`src/rtl/core/header_frame_field_extractor_unit_defines.svh`:
```
// Assertion helpers shared by the block.
`ifndef HEADER_FRAME_FIELD_EXTRACTOR_UNIT_DEFINES_SVH
`define HEADER_FRAME_FIELD_EXTRACTOR_UNIT_DEFINES_SVH

// checked outside reset
`define HFFE_ASSERT(lbl, clk, rst_n, prop) \
  lbl: assert property (@(posedge clk) disable iff (!rst_n) prop) \
    else $error("hffe assertion failed");

// checked at every edge, reset included
`define HFFE_ASSERT_ALWAYS(lbl, clk, prop) \
  lbl: assert property (@(posedge clk) prop) \
    else $error("hffe assertion failed");

`endif

```
`src/rtl/core/hffe_pkg.sv`:
```
`timescale 1ns / 1ps
package hffe_pkg;

  localparam int MAX_FRAME  = 10;
  localparam int CNT_W      = $clog2(MAX_FRAME + 1);
  localparam int HIST_DEPTH = 4;
  localparam int FIELD_SPAN = 5;

  localparam int CFG_IDX_W = 2;
  localparam logic [CFG_IDX_W-1:0] REG_FIRST_HDR  = 2'd0;
  localparam logic [CFG_IDX_W-1:0] REG_SECOND_HDR = 2'd1;
  localparam logic [CFG_IDX_W-1:0] REG_END_MARKER = 2'd2;

  localparam logic [7:0] FIRST_HDR_RST  = 8'h2C;
  localparam logic [7:0] SECOND_HDR_RST = 8'h12;
  localparam logic [7:0] END_MARKER_RST = 8'h5B;

  typedef enum logic [1:0] {
    PH_IDLE = 2'd0,
    PH_HDR1 = 2'd1,
    PH_DATA = 2'd2,
    PH_SKIP = 2'd3
  } phase_e;

  typedef struct packed {
    logic [7:0] first_header;
    logic [7:0] second_header;
    logic [7:0] end_marker;
  } cfg_t;

  typedef struct packed {
    logic [7:0]  number;
    logic [7:0]  direction;
    logic [7:0]  found;
    logic [7:0]  task_res;
    logic        ended_by_marker;
    logic        short_frame;
    logic [15:0] frames_decoded;
  } result_t;

endpackage

```
`src/rtl/core/hffe_if.sv`:
```
`timescale 1ns / 1ps
interface hffe_rx_if;
  logic       valid;
  logic       ready;
  logic [7:0] rx_byte;

  modport source (output valid, output rx_byte, input ready);
  modport sink (input valid, input rx_byte, output ready);
endinterface

interface hffe_res_if;
  logic        valid;
  logic        ready;
  logic [7:0]  number;
  logic [7:0]  direction;
  logic [7:0]  found;
  logic [7:0]  task_res;
  logic        ended_by_marker;
  logic        short_frame;
  logic [15:0] frames_decoded;

  modport source (
    output valid, output number, output direction, output found, output task_res,
    output ended_by_marker, output short_frame, output frames_decoded, input ready
  );
  modport sink (
    input valid, input number, input direction, input found, input task_res,
    input ended_by_marker, input short_frame, input frames_decoded, output ready
  );
endinterface

```
`src/rtl/core/hffe_cfg_regs.sv`:
```
`timescale 1ns / 1ps
module hffe_cfg_regs import hffe_pkg::*; (
  input  logic                 clk_i,
  input  logic                 rst_ni,
  input  logic                 cfg_we_i,
  input  logic [CFG_IDX_W-1:0] cfg_idx_i,
  input  logic [7:0]           cfg_wdata_i,
  output cfg_t                 cfg_o
);

  cfg_t cfg_q, cfg_d;

  always_comb begin
    cfg_d = cfg_q;
    if (cfg_we_i) begin
      case (cfg_idx_i)
        REG_FIRST_HDR:  cfg_d.first_header  = cfg_wdata_i;
        REG_SECOND_HDR: cfg_d.second_header = cfg_wdata_i;
        REG_END_MARKER: cfg_d.end_marker    = cfg_wdata_i;
        default:        cfg_d = cfg_q;
      endcase
    end
  end

  always_ff @(posedge clk_i or negedge rst_ni) begin
    if (!rst_ni) begin
      cfg_q.first_header  <= FIRST_HDR_RST;
      cfg_q.second_header <= SECOND_HDR_RST;
      cfg_q.end_marker    <= END_MARKER_RST;
    end else begin
      cfg_q <= cfg_d;
    end
  end

  assign cfg_o = cfg_q;

endmodule

```
`src/rtl/core/hffe_in_reg.sv`:
```
`timescale 1ns / 1ps
module hffe_in_reg import hffe_pkg::*; (
  input  logic       clk_i,
  input  logic       rst_ni,
  hffe_rx_if.sink    rx_i,
  input  logic       fire_i,
  output logic       valid_o,
  output logic [7:0] byte_o
);

  logic       valid_q, valid_d;
  logic [7:0] byte_q;
  logic       take;

  assign rx_i.ready = !valid_q || fire_i;
  assign take       = rx_i.valid && rx_i.ready;

  always_comb begin
    valid_d = valid_q;
    if (take) begin
      valid_d = 1'b1;
    end else if (fire_i) begin
      valid_d = 1'b0;
    end
  end

  always_ff @(posedge clk_i or negedge rst_ni) begin
    if (!rst_ni) begin
      valid_q <= 1'b0;
    end else begin
      valid_q <= valid_d;
    end
  end

  always_ff @(posedge clk_i) begin
    if (take) begin
      byte_q <= rx_i.rx_byte;
    end
  end

  assign valid_o = valid_q;
  assign byte_o  = byte_q;

endmodule

```
`src/rtl/core/hffe_parser.sv`:
```
`timescale 1ns / 1ps
module hffe_parser import hffe_pkg::*; (
  input  logic       clk_i,
  input  logic       rst_ni,
  input  cfg_t       cfg_i,
  input  logic       fire_i,
  input  logic [7:0] byte_i,
  output logic       res_valid_o,
  output result_t    res_o
);

  phase_e           phase_q, phase_d;
  logic [CNT_W-1:0] count_q, count_d;
  logic [CNT_W-1:0] count_inc;
  logic [7:0]       hist_q [HIST_DEPTH];
  logic             shift;
  logic [7:0]       number_q, number_d;
  logic [7:0]       direction_q, direction_d;
  logic [7:0]       found_q, found_d;
  logic [7:0]       task_q, task_d;
  logic [15:0]      counter_q, counter_d;
  logic             marker;
  logic             is_short;

  assign count_inc = CNT_W'(count_q + 1'b1);
  assign marker    = (byte_i == cfg_i.end_marker);
  assign is_short  = (count_inc < CNT_W'(FIELD_SPAN));

  always_comb begin
    phase_d     = phase_q;
    count_d     = count_q;
    shift       = 1'b0;
    number_d    = number_q;
    direction_d = direction_q;
    found_d     = found_q;
    task_d      = task_q;
    counter_d   = counter_q;
    res_valid_o = 1'b0;
    if (fire_i) begin
      case (phase_q)
        PH_IDLE: begin
          if (byte_i == cfg_i.first_header) begin
            count_d = CNT_W'(1);
            shift   = 1'b1;
            phase_d = PH_HDR1;
          end
        end
        PH_HDR1: begin
          if (byte_i == cfg_i.second_header) begin
            count_d = count_inc;
            shift   = 1'b1;
            phase_d = PH_DATA;
          end else begin
            count_d = '0;
            phase_d = PH_IDLE;
          end
        end
        PH_DATA: begin
          count_d = count_inc;
          shift   = 1'b1;
          if (marker || count_inc == CNT_W'(MAX_FRAME)) begin
            phase_d     = PH_SKIP;
            res_valid_o = 1'b1;
            counter_d   = counter_q + 16'd1;
            if (!is_short) begin
              number_d    = hist_q[3];
              direction_d = hist_q[2];
              found_d     = hist_q[1];
              task_d      = hist_q[0];
            end
          end
        end
        PH_SKIP: begin
          count_d = '0;
          phase_d = PH_IDLE;
        end
        default: begin
          count_d = '0;
          phase_d = PH_IDLE;
        end
      endcase
    end
  end

  always_ff @(posedge clk_i or negedge rst_ni) begin
    if (!rst_ni) begin
      phase_q     <= PH_IDLE;
      count_q     <= '0;
      number_q    <= '0;
      direction_q <= '0;
      found_q     <= '0;
      task_q      <= '0;
      counter_q   <= '0;
    end else begin
      phase_q     <= phase_d;
      count_q     <= count_d;
      number_q    <= number_d;
      direction_q <= direction_d;
      found_q     <= found_d;
      task_q      <= task_d;
      counter_q   <= counter_d;
    end
  end

  // last stored bytes, hist_q[0] newest
  always_ff @(posedge clk_i) begin
    if (shift) begin
      hist_q[0] <= byte_i;
      for (int i = 1; i < HIST_DEPTH; i++) begin
        hist_q[i] <= hist_q[i-1];
      end
    end
  end

  always_comb begin
    res_o.number          = number_d;
    res_o.direction       = direction_d;
    res_o.found           = found_d;
    res_o.task_res        = task_d;
    res_o.ended_by_marker = marker;
    res_o.short_frame     = is_short;
    res_o.frames_decoded  = counter_d;
  end

endmodule

```
`src/rtl/core/hffe_out_reg.sv`:
```
`timescale 1ns / 1ps
module hffe_out_reg import hffe_pkg::*; (
  input  logic       clk_i,
  input  logic       rst_ni,
  input  logic       load_i,
  input  result_t    res_i,
  hffe_res_if.source res_o
);

  logic    valid_q, valid_d;
  result_t res_q;

  always_comb begin
    valid_d = valid_q;
    if (load_i) begin
      valid_d = 1'b1;
    end else if (res_o.ready) begin
      valid_d = 1'b0;
    end
  end

  always_ff @(posedge clk_i or negedge rst_ni) begin
    if (!rst_ni) begin
      valid_q <= 1'b0;
    end else begin
      valid_q <= valid_d;
    end
  end

  always_ff @(posedge clk_i) begin
    if (load_i) begin
      res_q <= res_i;
    end
  end

  assign res_o.valid           = valid_q;
  assign res_o.number          = res_q.number;
  assign res_o.direction       = res_q.direction;
  assign res_o.found           = res_q.found;
  assign res_o.task_res        = res_q.task_res;
  assign res_o.ended_by_marker = res_q.ended_by_marker;
  assign res_o.short_frame     = res_q.short_frame;
  assign res_o.frames_decoded  = res_q.frames_decoded;

endmodule

```
`src/rtl/core/header_frame_field_extractor_unit.sv`:
```
`timescale 1ns / 1ps
// Frame parser for a byte stream framed by two header bytes and an end marker.
// One byte beat is accepted every cycle, also while a result waits; the input
// side stalls only when both the input and result registers are full. A frame
// result beat becomes valid once the input register has taken the beat closing
// the frame and the parser state update has then loaded the result register.
// While an earlier result still waits, that update is held back. Header and
// marker values are written over the config port while idle; the user must
// keep to this, as the block itself does not enforce it.
`include "header_frame_field_extractor_unit_defines.svh"
module header_frame_field_extractor_unit import hffe_pkg::*; (
  input  logic                 clk_i,
  input  logic                 rst_ni,
  input  logic                 cfg_we_i,
  input  logic [CFG_IDX_W-1:0] cfg_idx_i,
  input  logic [7:0]           cfg_wdata_i,
  hffe_rx_if.sink              rx_i,
  hffe_res_if.source           res_o
);

  cfg_t       cfg;
  logic       s0_valid;
  logic [7:0] s0_byte;
  logic       s0_fire;
  logic       res_valid;
  result_t    res;

  assign s0_fire = s0_valid && (!res_o.valid || res_o.ready);

  hffe_cfg_regs u_cfg (
    .clk_i      (clk_i),
    .rst_ni     (rst_ni),
    .cfg_we_i   (cfg_we_i),
    .cfg_idx_i  (cfg_idx_i),
    .cfg_wdata_i(cfg_wdata_i),
    .cfg_o      (cfg)
  );

  hffe_in_reg u_in (
    .clk_i  (clk_i),
    .rst_ni (rst_ni),
    .rx_i   (rx_i),
    .fire_i (s0_fire),
    .valid_o(s0_valid),
    .byte_o (s0_byte)
  );

  hffe_parser u_parser (
    .clk_i      (clk_i),
    .rst_ni     (rst_ni),
    .cfg_i      (cfg),
    .fire_i     (s0_fire),
    .byte_i     (s0_byte),
    .res_valid_o(res_valid),
    .res_o      (res)
  );

  hffe_out_reg u_out (
    .clk_i (clk_i),
    .rst_ni(rst_ni),
    .load_i(res_valid),
    .res_i (res),
    .res_o (res_o)
  );

  `HFFE_ASSERT(a_stall_only_when_full, clk_i, rst_ni, !rx_i.ready |-> (s0_valid && res_o.valid && !res_o.ready))
  `HFFE_ASSERT(a_result_from_beat, clk_i, rst_ni, $rose(res_o.valid) |-> $past(s0_fire))
  `HFFE_ASSERT_ALWAYS(a_reset_no_result, clk_i, !rst_ni |-> (!res_o.valid && !s0_valid))

endmodule
```
`src/flat_wrapper.sv`:
```
// flat-port wrapper written by rule: the top's interface ports become plain ports
module header_frame_field_extractor_unit_flat import hffe_pkg::*;
  (clk_i, rst_ni, cfg_we_i, cfg_idx_i, cfg_wdata_i, rx_i_valid, rx_i_rx_byte, rx_i_ready, res_o_valid, res_o_number, res_o_direction, res_o_found, res_o_task_res, res_o_ended_by_marker, res_o_short_frame, res_o_frames_decoded, res_o_ready);
  hffe_rx_if rx_i_i ();
  hffe_res_if res_o_i ();
  input  logic clk_i;
  input  logic rst_ni;
  input  logic cfg_we_i;
  input  logic [CFG_IDX_W-1:0] cfg_idx_i;
  input  logic [7:0] cfg_wdata_i;
  input wire logic [$bits(rx_i_i.valid)-1:0] rx_i_valid;
  input wire logic [$bits(rx_i_i.rx_byte)-1:0] rx_i_rx_byte;
  output wire logic [$bits(rx_i_i.ready)-1:0] rx_i_ready;
  output wire logic [$bits(res_o_i.valid)-1:0] res_o_valid;
  output wire logic [$bits(res_o_i.number)-1:0] res_o_number;
  output wire logic [$bits(res_o_i.direction)-1:0] res_o_direction;
  output wire logic [$bits(res_o_i.found)-1:0] res_o_found;
  output wire logic [$bits(res_o_i.task_res)-1:0] res_o_task_res;
  output wire logic [$bits(res_o_i.ended_by_marker)-1:0] res_o_ended_by_marker;
  output wire logic [$bits(res_o_i.short_frame)-1:0] res_o_short_frame;
  output wire logic [$bits(res_o_i.frames_decoded)-1:0] res_o_frames_decoded;
  input wire logic [$bits(res_o_i.ready)-1:0] res_o_ready;
  assign rx_i_i.valid = rx_i_valid;
  assign rx_i_i.rx_byte = rx_i_rx_byte;
  assign rx_i_ready = rx_i_i.ready;
  assign res_o_valid = res_o_i.valid;
  assign res_o_number = res_o_i.number;
  assign res_o_direction = res_o_i.direction;
  assign res_o_found = res_o_i.found;
  assign res_o_task_res = res_o_i.task_res;
  assign res_o_ended_by_marker = res_o_i.ended_by_marker;
  assign res_o_short_frame = res_o_i.short_frame;
  assign res_o_frames_decoded = res_o_i.frames_decoded;
  assign res_o_i.ready = res_o_ready;
  header_frame_field_extractor_unit u_core (.clk_i(clk_i), .rst_ni(rst_ni), .cfg_we_i(cfg_we_i), .cfg_idx_i(cfg_idx_i), .cfg_wdata_i(cfg_wdata_i), .rx_i(rx_i_i), .res_o(res_o_i));
endmodule
```
`config.mk`:
```
export PLATFORM = sky130hd
export DESIGN_NAME = header_frame_field_extractor_unit_flat
export DESIGN_NICKNAME = d
export VERILOG_FILES = /design/src/rtl/core/hffe_pkg.sv /design/src/rtl/core/hffe_if.sv /design/src/rtl/core/hffe_cfg_regs.sv /design/src/rtl/core/hffe_in_reg.sv /design/src/rtl/core/hffe_parser.sv /design/src/rtl/core/hffe_out_reg.sv /design/src/rtl/core/header_frame_field_extractor_unit.sv /design/src/flat_wrapper.sv
export VERILOG_INCLUDE_DIRS = /design/src /design/src/rtl/core
export SDC_FILE = /design/constraint.sdc
export NUM_CORES = 1
export LEC_CHECK = 0
export CAP_MARGIN = 40
export CORE_ASPECT_RATIO = 1.75
export CORE_MARGIN = 2
export CORE_UTILIZATION = 45
export CTS_BUF_LIST = sky130_fd_sc_hd__clkbuf_8
export CTS_CLUSTER_SIZE = 28
export DETAILED_ROUTE_END_ITERATION = 6
export DONT_BUFFER_PORTS = 1
export GPL_TIMING_DRIVEN = 0
export PLACE_DENSITY = 0.57
export SLEW_MARGIN = 10
export SYNTH_ARGS = -nofsm -noshare
export SYNTH_HDL_FRONTEND = slang
export SYNTH_HIERARCHICAL = 1
export SYNTH_SLANG_ARGS = --single-unit
```
`constraint.sdc`:
```
create_clock -name clk_i -period 3.93 [get_ports clk_i]
set_input_delay 0 -clock clk_i [delete_from_list [all_inputs] [get_ports clk_i]]
set_output_delay 0 -clock clk_i [all_outputs]
set_load 0.02 [all_outputs]
```
==> results.py, run 1 <==
metrics = {
    "outcome": {
        "status": "complete, no violations",
    },
    "global_routing": {
        "grt_antenna_before_repair": 0,
        "gr-total-overflow": 0,
        "first_global_vias": 3319,
        "grt_pass1_wl_um": 17400,
        "grt_usage": 0.151,
        "grt_max_degree": 81,
    },
    "power": {
        "swShare": 0.238,
        "p_int_uw": 2520,
        "finalPower_uw": 3310,
        "p_sw_uw": 788,
        "pwr-share-clk": 0.349,
        "power_leakage_uw": 0.00305,
        "combPwrFrac": 0.054,
        "vdd_drop_max_mv": 0.253,
        "power_density_mw_per_mm2": 443,
        "pwr-share-seq": 0.598,
    },
    "timing": {
        "setup_viol_count_final": 0,
        "slew_headroom": 0.594,
        "clock_skew_ps": 13.5,
        "whs_ps": 25.9,
        "worst_pin_slew_ps": 607,
        "min_period_over_period": 0.681,
        "fmax_mhz": 373,
        "hold_viol_final": 0,
        "period_minus_slack_ps": 2680,
        "grt_setup_unrepaired": "false",
        "finalMaxSlewViolations": 0,
    },
    "cts": {
        "cts_sinks": 170,
        "cts_buffer_depth": 2,
        "clockRootBuffer": "clkbuf_8",
        "clk_pin_slew_ps": 100,
        "htree_levels": 4,
        "cts_tree": "yes",
        "cts_buffers": 17,
        "clkLatencyLatePin_ps": 430,
        "postCtsSetupBuffers": 0,
        "postCtsResizedCells": 0,
    },
    "logic_synthesis": {
        "synth.most_common_cell": "edfxtp_1",
        "synth.distinct_cells": 47,
        "ys_warn_count": 6,
        "synth.net_count": 389,
        "netlist_instances": 363,
        "synth_flop_cell": "edfxtp_1",
        "synthTopCellsByCount": "edfxtp_1, dfrtp_1, mux2_4",
        "synth_edf_count": 90,
        "synthArstFlopShare": 0.471,
        "ys_ff_latch": 170,
        "yosys.area.top_type": "edfxtp_1",
        "yosys-top-cells-area": "edfxtp_1, dfrtp_1, mux2_4, mux2_2, dfstp_2",
        "synth_area_per_cell_um2": 17.9,
        "synth-seq-area-share": 0.725,
        "syn_area_mm2": 0.00650,
        "yosysTopAreaCellShare": 0.416,
    },
    "hold_path": {
        "hold_path_class": "in -> reg",
        "hold_path_depth": 2,
        "hold_start": "cfg_idx_i[1]",
        "hold_path_end": "u_core/u_cfg/cfg_o[2]$_DFFE_PN0P_",
    },
    "die": {
        "start_util": 0.457,
        "die_w_um": 94.9,
        "rows": 58,
        "core_mm2": 0.0142,
        "io_pins": 75,
        "die_h_um": 163,
        "die-area_mm2": 0.0155,
    },
    "setup_path": {
        "critPathBufInv": 2,
        "cp.arrival_ps": 2810,
        "worstPathCellList": "xor2_1 > nor4_1 > nand2_1 > a21boi_4 > and2_2 > buf_16 > buf_16",
        "cp_max_fo": 21,
        "crit_required_ps": 4070,
        "cp-end-kind": "flop",
        "worst_path_most_repeated_cell": "buf_16",
        "criticalPathCategory": "reg -> reg",
        "path_delay_family": "simple AND/OR/NAND/NOR gates",
        "r2r_setup_slack_ps": 1250,
        "slowest_delay_ps": 490,
        "rr_worst_depth": 7,
        "slowest_stage": "edfxtp_1",
        "timing.rr.end": "u_core/u_out/res_o.frames_decoded[10]$_DFFE_PP_",
        "reg2reg_from": "u_core/u_in/byte_o[5]$_DFFE_PP_",
        "worstSetupStartpointType": "flop",
    },
    "final_layout": {
        "regArea_mm2": 0.00472,
        "final_layout_size_suffix_gt1_frac": 0.285,
        "fin_util": 0.525,
        "multiInputGateArea_mm2": 0.00167,
        "num-fill-cells": 1215,
        "area_growth_pct": 14.8,
        "n_antenna_cell": 0,
        "finalInstanceArea_mm2": 0.00747,
        "nets": 437,
    },
    "detailed_routing": {
        "vias": 3055,
        "first_iter_violations": 111,
        "ant_nets": 0,
        "wl_per_cell_um": 17.5,
        "firstDrtPassIters": 4,
        "remaining_drc_errors": 0,
        "vias_per_cell": 5.06,
        "routed_wl_um": 10500,
    },
    "run": {
        "drv_cap": 0,
    },
    "placed_design": {
        "place.detailed.hpwl_um": 6860,
        "dpl_cell_area_mm2": 0.00681,
        "io_buffer_count": 0,
        "place_congestion": 0.726,
    },
}
[layout make-up]
| type | count | area share |
|---|---|---|
| plain buffers | 10 | 0.0139 |
| clock buffers | 18 | 0.0332 |
| clock inverters | 14 | 0.0181 |
| inverters | 4 | 0.00201 |
| multi-input cells | 179 | 0.224 |
| flip-flops and latches | 170 | 0.632 |
| well taps | 180 | 0.0302 |
| repair buffers | 29 | 0.0473 |
[sequential cells by signal (all words and copies together), names as in the netlist, 16 cells and up, named ones only]
signal,cells
u_core/u_cfg/cfg_o,24
u_core/u_out/res_o.frames_decoded,16
u_core/u_parser/hist_q,32
u_core/u_parser/counter_q,16
[metal layers]
layer | share of wire | global-route usage
met4 | 0.010 | 0.0514
met2 | 0.57 | 0.273
met3 | 0.027 | 0.0374
met1 | 0.39 | 0.169
met5 | 0 | 0
[cell families (layout without fill, tap and decap cells)]
group / after synthesis / in the layout / synth area share
flip-flops: 170 / 170 / 0.725
AND/OR/NAND/NOR: 59 / 59 / 0.0575
multiplexers: 58 / 58 / 0.118
XOR/XNOR: 39 / 39 / 0.0525
AO/OA/AOI/OAI: 20 / 20 / 0.0229
buffers and inverters: 14 / 75 / 0.0183
adder cells (fa/ha/maj): 3 / 3 / 0.00577
[worst max path at each step]
stage	slack, ps	endpoint	from	cells past startpoint
final	1250	u_core/u_out/res_o.frames_decoded[10]$_DFFE_PP_	u_core/u_in/byte_o[5]$_DFFE_PP_	7
after global routing	1120	u_core/u_out/res_o.number[3]$_DFFE_PP_	u_core/u_in/byte_o[5]$_DFFE_PP_	7
after floorplan	710	u_core/u_out/res_o.frames_decoded[1]$_DFFE_PP_	u_core/u_in/byte_o[5]$_DFFE_PP_	6
after detailed placement	1210	u_core/u_out/res_o.number[5]$_DFFE_PP_	u_core/u_in/byte_o[5]$_DFFE_PP_	7
after global placement	-200	u_core/u_out/res_o.frames_decoded[1]$_DFFE_PP_	u_core/u_in/byte_o[5]$_DFFE_PP_	6
after CTS	1190	u_core/u_out/res_o.number[6]$_DFFE_PP_	u_core/u_in/byte_o[5]$_DFFE_PP_	7
[layout by cell type, fill, tap and decap left out, types with 3 or more instances in the layout]
cell,count
and3_1,7
and4_1,3
buf_12,4
buf_16,3
clkbuf_8,18
clkinvlp_4,3
dfrtp_1,70
dfstp_2,10
dlygate4sd3_1,25
edfxtp_1,90
ha_1,3
inv_1,4
inv_6,5
mux2_2,28
mux2_4,30
nand2_1,9
nand2b_1,4
nand3_1,10
nand4_1,6
nor4_1,3
o21ai_0,5
xnor2_1,24
xor2_1,15
[power by group through the flow]
stage | logic [uW] | registers, uW | clock network, uW
final | 177 | 1980 | 1150
after global routing | 199 | 1990 | 1280
after CTS | 182 | 1980 | 1200
after detailed placement | 132 | 2020 | 0
after global placement | 129 | 2010 | 0
after floorplan | 109 | 2010 | 0
[through the flow]
stage	setup WS [ps]	setup TNS, ps	std cells
finish	1250	0	604
global route	1120	0	604
CTS	1190	0	604
detailed placement	1210	0	546
global placement	-199	-346	543
floorplan	712	0	363
[what timing repair did]
item,in CTS,in global routing
hold buffers,26,0
setup endpoints to repair,0,0
endpoints found under the hold margin,124,0
(Power assumes the default switching activity.)
==> run 2, diff against run 1 <==
--- a/config.mk
+++ b/config.mk
@@ -6,6 +6,7 @@
 export SDC_FILE = /design/constraint.sdc
 export NUM_CORES = 1
 export LEC_CHECK = 0
+export ABC_AREA = 1
 export CAP_MARGIN = 40
 export CORE_ASPECT_RATIO = 1.75
 export CORE_MARGIN = 2
==> constraint.sdc (replaced) <==
create_clock -name clk_i -period 2.6 [get_ports clk_i]
set_input_delay 0 -clock clk_i [delete_from_list [all_inputs] [get_ports clk_i]]
set_output_delay 0 -clock clk_i [all_outputs]
set_load 0.02 [all_outputs]
==> results.py, run 2 <==
metrics = {
    "cts": {
        "htree_levels": 4,
        "clockRootBuffer": "clkbuf_8",
        "cts_tree": "yes",
        "cts_buffers": 17,
        "cts_sinks": 170,
        "clk_pin_slew_ps": 80,
        "cts_buffer_depth": 2,
        "clkLatencyLatePin_ps": 440,
    },
    "timing": {
        "min_period_over_period": 0.885,
        "period_minus_slack_ps": 2300,
        "layout_setup_ws_ps": 299,
        "worst_pin_slew_ps": 592,
        "clock_skew_ps": 14.9,
        "finalMaxSlewViolations": 0,
        "hold_viol_final": 0,
        "tns_ps": 0,
        "setup_viol_count_final": 0,
        "slew_headroom": 0.601,
        "fmax_mhz": 435,
        "grt_setup_unrepaired": "false",
    },
    "detailed_routing": {
        "first_iter_violations": 188,
        "vias_per_cell": 4.94,
        "remaining_drc_errors": 0,
        "ant_nets": 0,
        "firstDrtPassIters": 4,
        "routed_wl_um": 13100,
        "vias": 4183,
        "wl_per_cell_um": 15.5,
    },
    "final_layout": {
        "nets": 677,
        "finalInstanceArea_mm2": 0.00791,
        "fin_cells": 847,
        "final_common_cell": "nand2_1",
        "area_growth_pct": 15.6,
        "final_layout_size_suffix_gt1_frac": 0.145,
        "n_antenna_cell": 0,
        "num-fill-cells": 1257,
        "layout_common_cells": "nand2_1, edfxtp_1, dfrtp_1, inv_1, dlygate4sd3_1",
        "largest_reg_flops": 32,
        "top_register": "u_core/u_parser/hist_q",
    },
    "logic_synthesis": {
        "yosys.area.top_type": "edfxtp_1",
        "synth_area_per_cell_um2": 11.6,
        "synth.net_count": 615,
        "synth_edf_count": 90,
        "synth.distinct_cells": 38,
        "synth_flop_cell": "edfxtp_1",
        "synthTopCellsByCount": "nand2_1, edfxtp_1, dfrtp_1",
        "syn_area_mm2": 0.00684,
        "synthArstFlopShare": 0.471,
        "synth.most_common_cell": "nand2_1",
        "yosysTopAreaCellShare": 0.395,
        "netlist_instances": 589,
        "synth-seq-area-share": 0.690,
        "ys_warn_count": 6,
        "yosys-top-cells-area": "edfxtp_1, dfrtp_1, nand2_1, dfstp_2, inv_1",
        "ys_ff_latch": 170,
    },
    "die": {
        "rows": 59,
        "core_mm2": 0.0148,
        "io_pins": 75,
        "start_util": 0.461,
        "die_w_um": 97.2,
        "die_h_um": 167,
        "die-area_mm2": 0.0162,
    },
    "setup_path": {
        "cp.arrival_ps": 2390,
        "crit_required_ps": 2690,
        "cp_max_fo": 32,
        "worstSetupStartpointType": "flop",
        "rr_worst_depth": 6,
        "cp-end-kind": "flop",
        "criticalPathCategory": "reg -> reg",
    },
    "placed_design": {
        "place_ws_ps": 69.6,
        "placed_cells": 774,
        "io_buffer_count": 0,
        "place_congestion": 0.794,
        "dpl_cell_area_mm2": 0.00710,
        "place.detailed.hpwl_um": 9050,
    },
    "power": {
        "finalPower_uw": 5570,
        "vdd_drop_max_mv": 0.405,
        "power_leakage_uw": 0.00358,
        "power_density_mw_per_mm2": 704,
    },
    "run": {
        "drv_cap": 0,
    },
    "global_routing": {
        "grt_antenna_before_repair": 0,
        "grt_pass1_wl_um": 21800,
        "grt_max_degree": 81,
        "grt_usage": 0.170,
        "first_global_vias": 4472,
        "gr-total-overflow": 0,
    },
    "hold_path": {
        "hold_path_class": "in -> reg",
        "hold_path_depth": 5,
    },
    "outcome": {
        "status": "complete, no violations",
    },
}
## run 2: changes by cell type after synthesis, moves of 9 or more
cell     previous run  this run
xnor2_1            24         9
mux2_4             30         0
o21ai_0             5        20
nand3_1            10        26
o21ai_2             0        11
nand4_1             6        19
mux2_2             28         0
inv_1               4        47
o21ai_1             1        10
nor2_1              2        29
nand2_1             9       182
## run 2: logic make-up after synthesis
group	share of synthesized area
adder cells (fa/ha/maj)	0.00549
AO/OA/AOI/OAI	0.0423
buffers and inverters	0.0520
XOR/XNOR	0.0280
AND/OR/NAND/NOR	0.183
flip-flops	0.690
## run 2: area by class of cell
cell class,count,area (um2),share of cell area
clock inverter,14,135,0.0171
multi-input combinational,350,1770,0.224
sequential,170,4720,0.597
tap,183,229,0.0290
inverter,52,199,0.0252
clock buffer,18,248,0.0313
buffer,17,160,0.0203
timing repair buffer,43,450,0.0570
## run 2: timing repair
| item | 4_1_cts | 5_1_grt |
|---|---|---|
| hold endpoints to repair | 114 | 0 |
| setup endpoints to repair | 0 | 33 |
| setup buffers | 0 | 2 |
| hold buffers | 39 | 0 |
| resized for setup | 0 | 1 |
## run 2: where the power goes
part           internal [uW]  total (uW)  switching, uW
combinational            202         563            361
clock                    803        1780            973
sequential              3090        3230            133
total                   4100        5570           1470
## run 2: final timing paths
check	from	endpoint	slack, ps
hold / removal	res_o_ready	u_core/u_parser/count_q[0]$_DFFE_PN0P_	90
setup reg to reg	u_core/u_in/byte_o[2]$_DFFE_PP_	u_core/u_parser/hist_q[1][2]$_DFFE_PP_	300
hold reg to reg	u_core/u_parser/hist_q[1][0]$_DFFE_PP_	u_core/u_parser/hist_q[2][0]$_DFFE_PP_	450
max in group asynchronous	rst_ni	u_core/u_cfg/cfg_o[21]$_DFFE_PN1P_	2130
setup / recovery	u_core/u_in/byte_o[2]$_DFFE_PP_	u_core/u_parser/hist_q[1][2]$_DFFE_PP_	300
min in group asynchronous	rst_ni	u_core/u_parser/direction_q[3]$_DFF_PN0_	110
## run 2: metrics by stage
stage                util  hold WS [ps]
detailed placement  0.479          -291
global placement    0.477          -292
floorplan               -          -296
global route        0.533           107
finish              0.533          87.1
CTS                 0.532          59.5
## run 2: critical path, stage by stage, from the launching register on
cell and delay (ps):
edfxtp_1 530, nand2_1 120, o21ai_0 80, nor3_1 150, nand3_1 100, o21ai_0 420
and2_4 530
## run 2: per-layer routing
metal  routed length (um)  up-vias  GRT usage
li1                     -     2072          -
met1                 4950     2014      0.175
met2                 7590       87      0.331
met3                  420       10     0.0403
met4                  145        0     0.0588
met5                    0        -          0
==> run 3, diff against run 2 <==
--- a/config.mk
+++ b/config.mk
@@ -7,6 +7,7 @@
 export NUM_CORES = 1
 export LEC_CHECK = 0
 export ABC_AREA = 1
+export BUFFER_PORTS_ARGS = -buffer_cell sky130_fd_sc_hd__buf_4
 export CAP_MARGIN = 40
 export CORE_ASPECT_RATIO = 1.75
 export CORE_MARGIN = 2
@@ -14,9 +15,9 @@
 export CTS_BUF_LIST = sky130_fd_sc_hd__clkbuf_8
 export CTS_CLUSTER_SIZE = 28
 export DETAILED_ROUTE_END_ITERATION = 6
-export DONT_BUFFER_PORTS = 1
 export GPL_TIMING_DRIVEN = 0
-export PLACE_DENSITY = 0.57
+export PLACE_DENSITY = 0.61
+export RECOVER_POWER = 25
 export SLEW_MARGIN = 10
 export SYNTH_ARGS = -nofsm -noshare
 export SYNTH_HDL_FRONTEND = slang
==> results.py, run 3 (same netlist as run 2, synthesis figures left out) <==
metrics = {
    "die": {
        "start_util": 0.461,
        "die-area_mm2": 0.0162,
        "io_pins": 75,
        "rows": 59,
        "die_w_um": 97.2,
        "die_h_um": 167,
        "core_mm2": 0.0148,
    },
    "timing": {
        "slew_headroom": -0.437,
        "worst_pin_slew_ps": 2150,
        "hold_viol_final": 0,
        "fmax_mhz": 424,
        "finalMaxSlewViolations": 35,
        "grt_setup_unrepaired": "false",
        "setup_viol_count_final": 0,
        "period_minus_slack_ps": 2360,
        "layout_setup_ws_ps": 241,
        "min_period_over_period": 0.907,
        "clock_skew_ps": 13.0,
    },
    "cts": {
        "postCtsSetupBuffers": 0,
        "cts_buffers": 17,
        "htree_levels": 4,
        "cts_buffer_depth": 2,
        "clkLatencyLatePin_ps": 450,
        "clk_pin_slew_ps": 90,
        "cts_tree": "yes",
        "cts_sinks": 170,
        "clockRootBuffer": "clkbuf_8",
    },
    "power": {
        "vdd_drop_max_mv": 0.368,
        "power_leakage_uw": 0.00394,
        "power_density_mw_per_mm2": 673,
    },
    "run": {
        "drv_cap": 1,
    },
    "detailed_routing": {
        "routed_wl_um": 13400,
        "first_iter_violations": 154,
        "vias": 4504,
        "firstDrtPassIters": 4,
        "remaining_drc_errors": 0,
        "ant_nets": 0,
        "vias_per_cell": 4.91,
        "wl_per_cell_um": 14.6,
    },
    "outcome": {
        "failed_checks": "max-capacitance violations, max-slew violations",
        "status": "complete, but fails checks",
    },
    "final_layout": {
        "largest_reg_flops": 32,
        "final_common_cell": "nand2_1",
        "nets": 748,
        "area_growth_pct": 23.5,
        "layout_common_cells": "nand2_1, edfxtp_1, dfrtp_1, buf_4, inv_1",
        "final_layout_size_suffix_gt1_frac": 0.222,
        "top_register": "u_core/u_parser/hist_q",
        "finalInstanceArea_mm2": 0.00845,
        "n_antenna_cell": 0,
    },
    "setup_path": {
        "crit_cells": 6,
        "slowest_stage": "edfxtp_1",
        "crit_start": "u_core/u_in/byte_o[0]$_DFFE_PP_",
        "reg2reg_from": "u_core/u_in/byte_o[0]$_DFFE_PP_",
        "cp-end-kind": "flop",
        "worstSetupStartpointType": "flop",
        "cp.arrival_ps": 2450,
        "rr_worst_depth": 6,
        "cp_max_fo": 32,
        "critPathBufInv": 1,
        "path_delay_family": "simple AND/OR/NAND/NOR gates",
        "crit_required_ps": 2690,
        "criticalPathCategory": "reg -> reg",
        "worstPathCellList": "inv_1 > nor2_1 > nor3_1 > nand3_1 > o21ai_2 > and2_4",
        "slowest_delay_ps": 510,
    },
    "global_routing": {
        "grt_usage": 0.174,
        "first_global_vias": 4552,
        "gr-total-overflow": 0,
        "grt_max_degree": 47,
        "grt_pass1_wl_um": 22200,
        "grt_antenna_before_repair": 0,
    },
    "hold_path": {
        "hold_path_class": "in -> reg",
        "hold_start": "rx_i_rx_byte[7]",
        "hold_path_depth": 2,
    },
    "placed_design": {
        "place.detailed.hpwl_um": 9370,
        "io_buffer_count": 73,
        "place_ws_ps": -5.04,
        "dpl_cell_area_mm2": 0.00768,
        "place_congestion": 0.806,
    },
}
==> run 3: cell count changes in the layout (fill, tap and decap cells not counted), sizes merged <==
cell         change
buf             +61
clkbuf           +9
bufinv           +1
clkinv           +1
dlygate4sd3      -1
==> run 3: per-stage QoR <==
stage / hold slack, ps / total power (uW) / instances / utilization / setup TNS [ps]
2_1_floorplan: -296 / 3610 / 589 / - / 0
3_3_place_gp: 180 / 3780 / 845 / 0.514 / -28340
3_5_place_dp: 16.0 / 3810 / 848 / 0.517 / -65.9
4_1_cts: 58.8 / 5740 / 918 / 0.570 / 0
5_1_grt: 266 / 5930 / 918 / 0.569 / 0
6_report: 284 / 5680 / 918 / 0.569 / 0
==> run 3: power by group <==
part           switching (uW)  internal, uW  total [uW]
Sequential                134          3090        3230
Clock                     990           876        1870
Combinational             371           217         588
==> run 3: repair_timing <==
item | 4_1_cts | 5_1_grt
gates cloned | 1 | 0
setup endpoints to repair | 29 | 32
resized for setup | 0 | 1
hold endpoints to repair | 106 | 0
hold buffers | 37 | 0
==> run 3: worst paths after layout <==
path / end / slack, ps
min in group asynchronous: u_core/u_cfg/cfg_o[23]$_DFFE_PN0P_ / 720
worst max register to register: u_core/u_parser/hist_q[3][0]$_DFFE_PP_ / 240
worst min register to register: u_core/u_parser/hist_q[3][2]$_DFFE_PP_ / 450
max in group asynchronous: u_core/u_parser/number_q[6]$_DFF_PN0_ / 640
worst min-delay path: u_core/u_in/byte_o[7]$_DFFE_PP_ / 280
worst max-delay path: u_core/u_parser/hist_q[3][0]$_DFFE_PP_ / 240
==> run 3: worst reg2reg max path: stages, from the launching register on <==
cell	delay (ps)
edfxtp_1	510
inv_1	140
nor2_1	60
nor3_1	300
nand3_1	160
o21ai_2	320
and2_4	500
==> run 3: area by class of cell <==
class | instances | area, um2
plain buffers | 17 | 156
clock buffers | 17 | 234
clock inverters | 15 | 168
fillers | 1252 | 6390
inverters | 52 | 199
multi-input cells | 350 | 1770
flip-flops and latches | 170 | 4720
well taps | 183 | 229
repair buffers | 113 | 970
repair inverters | 1 | 5.00
==> run 3: routing by layer <==
layer	share of wire	vias up	global-route usage
met5	0	-	0
met4	0.036	0	0.0857
met3	0.032	30	0.0344
met2	0.55	101	0.325
met1	0.38	2163	0.183
li1	-	2210	-
